$ cat config.mk
export PLATFORM = sky130hd
export DESIGN_NAME = sorted_timeout_queue_core
export DESIGN_NICKNAME = d
export VERILOG_FILES = /design/src/rtl/core/sto_pkg.sv /design/src/rtl/core/sto_cell.sv /design/src/rtl/core/sto_chain.sv /design/src/rtl/core/sorted_timeout_queue_core.sv
export SDC_FILE = /design/constraint.sdc
export NUM_CORES = 2
export LEC_CHECK = 0
export ABC_AREA = 1
export BUFFER_PORTS_ARGS = -buffer_cell sky130_fd_sc_hd__buf_2
export CAP_MARGIN = 20
export CORE_MARGIN = 4
export CORE_UTILIZATION = 65
export CTS_CLUSTER_DIAMETER = 30
export DETAILED_ROUTE_END_ITERATION = 7
export PLACE_DENSITY = 0.82
export SLEW_MARGIN = 30
export SYNTH_ARGS = -nofsm -noshare
export SYNTH_HDL_FRONTEND = slang
export SYNTH_SLANG_ARGS = --single-unit
$ cat constraint.sdc
create_clock -name clk -period 21.4 [get_ports clk]
set_input_delay 6.42 -clock clk [delete_from_list [all_inputs] [get_ports clk]]
set_output_delay 6.42 -clock clk [all_outputs]
set_load 0.01 [all_outputs]
$ cat src/rtl/core/sto_pkg.sv
package sto_pkg;

  localparam int QUEUE_DEPTH_DEF = 16;
  localparam int DL_W    = 32;
  localparam int ROUTE_W = 8;
  localparam int DELAY_W = 16;
  localparam int TPS_W   = 16;

  localparam logic [DL_W-1:0]  SIGN_BIT  = 32'h8000_0000;
  localparam logic [TPS_W-1:0] TPS_RESET = 16'd1000;

  // register index of ticks_per_second (byte address 4*index)
  localparam logic REG_TPS = 1'b0;

  typedef enum logic [1:0] {
    OP_ADD    = 2'd0,
    OP_CANCEL = 2'd1,
    OP_TICK   = 2'd2,
    OP_POLL   = 2'd3
  } timer_op_t;

  typedef enum logic [1:0] {
    CELL_HOLD,
    CELL_INSERT,
    CELL_REMOVE
  } cell_op_t;

  typedef struct packed {
    logic               valid;
    logic [DL_W-1:0]    deadline;
    logic [ROUTE_W-1:0] route;
  } cell_data_t;

  // broadcast to every cell of the row
  typedef struct packed {
    cell_op_t           op;
    logic [DL_W-1:0]    deadline;
    logic [ROUTE_W-1:0] route;
    logic               match_en;
    logic               force_head;
  } cell_ctrl_t;

  typedef struct packed {
    cell_data_t head;
    logic       full;
    logic       any_match;
  } chain_stat_t;

  // wraparound "a is earlier than b"
  function automatic logic is_earlier(input logic [DL_W-1:0] a, input logic [DL_W-1:0] b);
    logic [DL_W-1:0] diff;
    diff = a - b;
    return (diff & SIGN_BIT) != '0;
  endfunction

endpackage

$ cat src/rtl/core/sto_cell.sv
module sto_cell import sto_pkg::*; (
  input  logic        clk,
  input  logic        rst,
  input  cell_ctrl_t  ctrl,
  input  cell_data_t  left,
  input  cell_data_t  right,
  input  logic        before_in,
  input  logic        seen_in,
  output logic        before_out,
  output logic        seen_out,
  output cell_data_t  q
);

  logic               valid;
  logic [DL_W-1:0]    deadline;
  logic [ROUTE_W-1:0] route;
  cell_data_t         cur;
  cell_data_t         cur_next;
  logic               earlier;
  logic               match;

  assign cur = '{valid: valid, deadline: deadline, route: route};
  assign q   = cur;

  always_comb begin
    earlier    = valid && is_earlier(deadline, ctrl.deadline);
    before_out = before_in && earlier;
    match      = ctrl.match_en && valid && (route == ctrl.route);
    seen_out   = seen_in || match;
  end

  always_comb begin
    cur_next = cur;
    unique case (ctrl.op)
      CELL_INSERT: begin
        // cells past the insert point shift one place toward the tail
        if (!before_out) begin
          if (before_in) begin
            cur_next = '{valid: 1'b1, deadline: ctrl.deadline, route: ctrl.route};
          end else begin
            cur_next = left;
          end
        end
      end
      CELL_REMOVE: begin
        // from the first removed cell on, pull from the tail side
        if (seen_out) begin
          cur_next = right;
        end
      end
      default: cur_next = cur;
    endcase
  end

  always_ff @(posedge clk) begin
    if (rst) begin
      valid <= 1'b0;
    end else begin
      valid <= cur_next.valid;
    end
  end

  always_ff @(posedge clk) begin
    deadline <= cur_next.deadline;
    route    <= cur_next.route;
  end

endmodule

$ cat src/rtl/core/sto_chain.sv
module sto_chain import sto_pkg::*; #(
  parameter int DEPTH = QUEUE_DEPTH_DEF
) (
  input  logic        clk,
  input  logic        rst,
  input  cell_ctrl_t  ctrl,
  output chain_stat_t stat
);

  cell_data_t       cell_q [DEPTH];
  logic [DEPTH:0]   ahead;
  logic [DEPTH:0]   seen;

  assign ahead[0] = 1'b1;
  assign seen[0]  = ctrl.force_head;

  for (genvar i = 0; i < DEPTH; i++) begin : g_cell
    cell_data_t left;
    cell_data_t right;

    if (i == 0) begin : g_first
      assign left = '0;
    end else begin : g_left
      assign left = cell_q[i-1];
    end

    if (i == DEPTH - 1) begin : g_last
      assign right = '0;
    end else begin : g_right
      assign right = cell_q[i+1];
    end

    sto_cell u_cell (
      .clk        (clk),
      .rst        (rst),
      .ctrl       (ctrl),
      .left       (left),
      .right      (right),
      .before_in  (ahead[i]),
      .seen_in    (seen[i]),
      .before_out (ahead[i+1]),
      .seen_out   (seen[i+1]),
      .q          (cell_q[i])
    );
  end

  assign stat.head      = cell_q[0];
  assign stat.full      = cell_q[DEPTH-1].valid;
  assign stat.any_match = seen[DEPTH];

endmodule

$ cat src/rtl/core/sorted_timeout_queue_core.sv
// Sorted timer queue: a row of cells kept in deadline order, head in cell 0.
// Add: multiply, deadline add, then insert, before the next accept.
// Tick and poll: head expiry check and pop of an expired head; tick first advances now_ticks.
// Cancel: matching entries are removed one per cycle, until a pass finds none.
// Result strobe done is high for one cycle, in the cycle busy drops; never held off.
// Synchronous reset: queue empty, now_ticks zero, ticks_per_second 1000.
module sorted_timeout_queue_core import sto_pkg::*; #(
  parameter int QUEUE_DEPTH = QUEUE_DEPTH_DEF
) (
  input  logic               clk,
  input  logic               rst,
  input  logic               start,
  output logic               busy,
  input  logic [1:0]         op,
  input  logic [DELAY_W-1:0] delay_seconds,
  input  logic [ROUTE_W-1:0] route,
  output logic               done,
  output logic               fired,
  output logic [ROUTE_W-1:0] fired_route,
  output logic               status,
  input  logic               psel,
  input  logic               penable,
  input  logic               pwrite,
  input  logic [2:0]         paddr,
  input  logic [31:0]        pwdata,
  output logic [31:0]        prdata,
  output logic               pready
);

  typedef enum logic [2:0] {
    S_IDLE,
    S_DEADLINE,
    S_INSERT,
    S_CANCEL,
    S_EXPIRE
  } state_t;

  state_t             state;
  logic [DL_W-1:0]    now_ticks;
  logic [TPS_W-1:0]   ticks_per_second;
  logic [DL_W-1:0]    prod;
  logic [DL_W-1:0]    deadline;
  logic [ROUTE_W-1:0] route_q;

  cell_ctrl_t         ctrl;
  chain_stat_t        stat;
  logic               accept;
  logic               head_expired;
  logic [DL_W-1:0]    age;

  assign accept = start && !busy;
  assign busy   = (state != S_IDLE);

  // config port
  assign pready = 1'b1;
  assign prdata = (paddr[2] == REG_TPS) ? {16'b0, ticks_per_second} : '0;

  always_ff @(posedge clk) begin
    if (rst) begin
      ticks_per_second <= TPS_RESET;
    end else if (psel && penable && pwrite && pready && paddr[2] == REG_TPS) begin
      ticks_per_second <= pwdata[TPS_W-1:0];
    end
  end

  always_comb begin
    age          = now_ticks - stat.head.deadline;
    head_expired = stat.head.valid && ((age & SIGN_BIT) == '0);
  end

  always_comb begin
    ctrl            = '0;
    ctrl.op         = CELL_HOLD;
    ctrl.deadline   = deadline;
    ctrl.route      = route_q;
    unique case (state)
      S_INSERT: begin
        if (!stat.full) begin
          ctrl.op = CELL_INSERT;
        end
      end
      S_CANCEL: begin
        ctrl.op       = CELL_REMOVE;
        ctrl.match_en = 1'b1;
      end
      S_EXPIRE: begin
        ctrl.op         = CELL_REMOVE;
        ctrl.force_head = head_expired;
      end
      default: ctrl.op = CELL_HOLD;
    endcase
  end

  sto_chain #(
    .DEPTH (QUEUE_DEPTH)
  ) u_chain (
    .clk  (clk),
    .rst  (rst),
    .ctrl (ctrl),
    .stat (stat)
  );

  always_ff @(posedge clk) begin
    if (rst) begin
      state       <= S_IDLE;
      now_ticks   <= '0;
      done        <= 1'b0;
      fired       <= 1'b0;
      fired_route <= '0;
      status      <= 1'b0;
    end else begin
      done <= 1'b0;
      unique case (state)
        S_IDLE: begin
          if (accept) begin
            route_q <= route;
            prod    <= {16'b0, delay_seconds} * {16'b0, ticks_per_second};
            unique case (op)
              OP_ADD:    state <= S_DEADLINE;
              OP_CANCEL: state <= S_CANCEL;
              OP_TICK: begin
                now_ticks <= now_ticks + DL_W'(1);
                state     <= S_EXPIRE;
              end
              OP_POLL:   state <= S_EXPIRE;
              default:   state <= S_IDLE;
            endcase
          end
        end
        S_DEADLINE: begin
          deadline <= now_ticks + prod;
          state    <= S_INSERT;
        end
        S_INSERT: begin
          done        <= 1'b1;
          fired       <= 1'b0;
          fired_route <= '0;
          status      <= stat.full;
          state       <= S_IDLE;
        end
        S_CANCEL: begin
          // one matching entry leaves per cycle; finish on a clean pass
          if (!stat.any_match) begin
            done        <= 1'b1;
            fired       <= 1'b0;
            fired_route <= '0;
            status      <= 1'b0;
            state       <= S_IDLE;
          end
        end
        S_EXPIRE: begin
          done        <= 1'b1;
          fired       <= head_expired;
          fired_route <= head_expired ? stat.head.route : '0;
          status      <= 1'b0;
          state       <= S_IDLE;
        end
        default: state <= S_IDLE;
      endcase
    end
  end

endmodule

# Word level (Yosys, flattened, before mapping)
# Index checks and enable logic that the tools add are counted.
dict set report classes {
  n_eq_ne 59
  n_mul 1
  addsub 19
  mux 80
  reduce_logical 115
  bitwise_logic 2
}
# op count
set op_table {}
lappend op_table {{2-to-1 mux 41 bit} 47}
lappend op_table {{one-hot mux 41 bit (2 select lines)} 16}
lappend op_table {{subtractor 32 bit} 17}
lappend op_table {{equality test 8 bit} 16}
lappend op_table {{logical AND 1 bit} 68}
lappend op_table {{!= test 2 bit, second input constant} 34}
lappend op_table {{AND reduction 3 bit} 18}
lappend op_table {{adder 32 x 1 -> 32 bit, second input constant} 1}
lappend op_table {{adder 32 bit} 1}
lappend op_table {{zero test 32 bit} 1}
lappend op_table {{multiplier 16 x 16 -> 32 bit} 1}
lappend op_table {{one-hot mux 8 bit (3 select lines)} 1}
lappend op_table {{one-hot mux 3 bit (3 select lines)} 2}
lappend op_table {{logical OR 1 bit} 16}
lappend op_table {{2-to-1 mux 16 bit} 1}
lappend op_table {{2-to-1 mux 8 bit} 2}
lappend op_table {{equality test 2 bit, second input constant} 3}
lappend op_table {{equality test 3 x 2 -> 1 bit, second input constant} 2}
lappend op_table {{2-to-1 mux 3 bit} 2}
lappend op_table {{one-hot mux 1 bit (3 select lines)} 2}
lappend op_table {{AND reduction 2 bit} 3}
lappend op_table {{nonzero test 3 bit} 2}
lappend op_table {{OR reduction 2 bit} 3}
lappend op_table {{2-to-1 mux 1 bit} 5}
lappend op_table {{10 further kinds} 12}
dict set report word_totals {
  regBits 790
  out_inout_bits 45
}

# Longest topological paths before layout
dict set report depth {
  word_depth 22
  depth_mapped 27
}

# By module
# Synthesis repeated with hierarchy kept, for this count alone.
dict set report hier_totals {
  cells_unflattened 8983
  area_unflattened_um2 66757.8
}
# mod area_per_inst_um2 cells_per_inst seq_area_each_um2 instances
set modules_own_cells {}
lappend modules_own_cells {{sto_cell (u_chain.g_cell[2].u_cell ...)} 3134.3 426 1221.2 8}
lappend modules_own_cells {{sto_cell (u_chain.g_cell[0].u_cell ...)} 3123.0 428 1221.2 8}
lappend modules_own_cells {sorted_timeout_queue_core 16684.8 2148 3403.3 1}
lappend modules_own_cells {sto_chain 15.0 3 0.0 1}

# Worst setup path before layout
# OpenSTA, ideal clock, no wires.
dict set report synth_timing {
  path_type {input-to-output}
  start {in paddr[2]}
  end {out prdata[10]}
  arrival_ps 7044
  path_slack_ps 7936
  cell_stages 3
  required_ps 14980
  path_cell_list {clkbuf_1 > clkbuf_1 > nor2_1}
}
dict set report synth_between {
  elab_chain_cells 1
}
# item line
set synth_lines {}
lappend synth_lines {{start, declared} sorted_timeout_queue_core.sv:24} ;# input logic [2:0] paddr,
lappend synth_lines {{2-to-1 mux 16 bit} sorted_timeout_queue_core.sv:56} ;# assign prdata = (paddr[2] == REG_TPS) ? {16'b0, ticks_per_second} : '0;
lappend synth_lines {{end, declared} sorted_timeout_queue_core.sv:26} ;# output logic [31:0] prdata,
# Every way passes these cells.

# Worst setup path in the final report
dict set report layout_timing {
  start {in paddr[2]}
  end {out prdata[0]}
}
# The elaborated chain is that of the path after synthesis.

==> metrics.cfg <==
[worst_setup_path]
cp.required_ps = 14980
cp_cell_sequence = buf_2 > nor2_1 > buf_2
start_kind = primary input
path_class = in -> out
crit_path_end_kind = primary output
slowest_delay_ps = 320
worst_r2r_path_depth = 20
r2r_setup_slack_ps = 12930
cp_data_arrival_time_ps = 7000
crit_fanout = 17
crit_top_cell = buf_2
worst_path_max_delay_cell = buf_2

[grt]
grt_pass1_wl_mm = 275
track_usage_pct = 34.9
antenna_found_initial = 2
grt-ovfl-total = 0
grt_pass1_vias = 52490
grt_max_degree = 273

[floorplanning]
coreArea_um2 = 92200
dieArea_um2 = 98400
ios = 112
initial_core_util_pct = 65.8
die_x_um = 314
die_y_um = 314
std_cell_rows = 111

[sta]
rsz0062_at_grt = no
fin_skew_ps = 35.7
relSlewSlack_pct = 33.5
worst_pin_slew_ps = 991
fin_tns_setup_ps = 0
drv_slew = 0
fin_crit_ps = 13420
fmaxAchievable_mhz = 74.5
timing.final.crit_share_pct = 62.7
setup_violations = 0
hold_viol = 0

[synth]
yosys_most_used_dff = edfxtp_1
syn_area_um2 = 60700
synth.distinct_cells = 53
synth_area_leaders = edfxtp_1 35%, ha_1 13%, o21ai_0 9.6%
netlist.area_leader.share_pct = 35.2
ys_seq_area_share_pct = 37.8
synth_cells = 7225
ys_warn_count = 0
ys_ff_latch = 790
async_flop_share_pct = 0
synth_top_area_cell = edfxtp_1
synth-edff-count = 712
synth_area_per_cell_um2 = 8.40

[placement]
hpwlAfterDp_mm = 121
gp_congestion = 0.906
portBuffers = 76

[layout]
drive_above_1_share_pct = 6.33
nFillCells = 6443
layout_commonest_cell = nand2_1
final_cell_mix = 1212 x nand2_1, 1163 x o21ai_0, 993 x inv_1
nets = 8035
syn_to_final_growth_pct = 11.6
final_util_pct = 73.5

[run]
drv_cap = 0

[clocking]
cts_buffer_depth = 3
hold_buffers = 0
clk_latency_ps = 780
cts_resized = 0
cts_tree = built
post_cts_buffers = 0
path_clk_slew_ps = 50
clock-sinks = 790
root_buffer = clkbuf_16
htree_num_levels = 4
cts_buffers = 181

[route]
viasPerCell = 6.33
drc = 0
drtIter0Drc = 7028
routed_wl_mm = 177
postRouteAntennaNets = 0
vias = 53962
routedWlPerCell_um = 20.7
first_pass_iters = 8

[status]
outcome = finished clean

[pwr]
pwr_density_cell_nw_per_um2 = 93.3
peakVddDrop_mv = 0.0699
cellLeakagePower_uw = 0.0296

[min_path]
hold_class = reg -> reg
holdPathStages = 2

worst max-delay path: cells and delay by family:
kind / cells / cell delay (ps)
and+or+nand+nor: 1 / 100
buffers and inverters: 2 / 470
per-stage QoR:
| step | area (µm²) | hold slack, ps | total power, µW | std cells | worst slack [ps] |
|---|---|---|---|---|---|
| 4_1_cts | 67700 | 470 | 6300 | 8520 | 7980 |
| 5_1_grt | 67700 | 495 | 6610 | 8522 | 7930 |
| 6_report | 67700 | 469 | 6320 | 8524 | 7980 |
| 3_3_place_gp | 61500 | 447 | 3460 | 8182 | 8020 |
| 3_5_place_dp | 61600 | 453 | 3540 | 8183 | 7990 |
| 2_1_floorplan | 60800 | 465 | 3120 | 7240 | 7940 |
final timing paths:
path | to | start
worst max-delay path | prdata[0] | paddr[2]
worst min-delay path | fired_route[0] | fired_route[0]
worst max register to register | u_chain.g_cell[7].u_cell.deadline[4] | deadline[19]
worst min register to register | fired_route[0] | fired_route[0]
cell type report:
class | instances | area (µm²) | area share [%]
Tap cell | 1243 | 1560 | 2.30
Timing Repair Buffer | 133 | 881 | 1.30
Sequential cell | 790 | 22900 | 33.9
Clock buffer | 216 | 4790 | 7.06
Clock inverter | 121 | 1330 | 1.97
Antenna cell | 2 | 5.00 | 0.00739
Multi-Input combinational cell | 5006 | 32400 | 47.8
Inverter | 1013 | 3840 | 5.67
registers in the layout, indices dropped and copies added (netlist names):
| register | flops |
|---|---|
| deadline | 32 |
| done | 1 |
| fired | 1 |
| fired_route | 8 |
| now_ticks | 32 |
| prod | 32 |
| route_q | 8 |
| state | 3 |
| status | 1 |
| ticks_per_second | 16 |
| u_chain.g_cell.u_cell.deadline | 512 |
| u_chain.g_cell.u_cell.route | 128 |
| u_chain.g_cell.u_cell.valid | 16 |
where the power goes:
part           switching (µW)  total [µW]  internal [µW]
logic                     992        1570            574
registers                86.9        1980           1900
clock network             943        2770           1830
total                    2020        6320           4300
layer usage:
metal  track usage [%]  wire length, µm
met1              43.2            64900
met5                 0                0
met4              20.1            10500
met3              7.01            18700
met2              57.3            82600
cell usage after synthesis, drive strengths merged, types with 12 or more instances:
cell / count
nor4: 25
dfxtp: 78
inv: 1011
a221oi: 20
buf: 71
o221ai: 15
xnor2: 36
o21a: 20
a21oi: 721
nand3: 110
o22ai: 89
nor3: 75
nand4: 66
edfxtp: 712
xor2: 87
nor2: 267
o21ai: 1245
ha: 648
clkbuf: 360
nand2: 1216
a211oi: 12
fa: 195
o211ai: 70
kinds of logic after synthesis:
group	count (synthesis)	share of synthesized area [%]
buffers and inverters	1444	9.07
XOR/XNOR	123	1.77
flip-flops	790	37.8
adder cells (fa/ha/maj)	843	19.8
other	2	0.0124
AND/OR/NAND/NOR	1780	12.1
AO/OA/AOI/OAI	2243	19.5
Note: power is estimated with default switching activity, not from simulation.
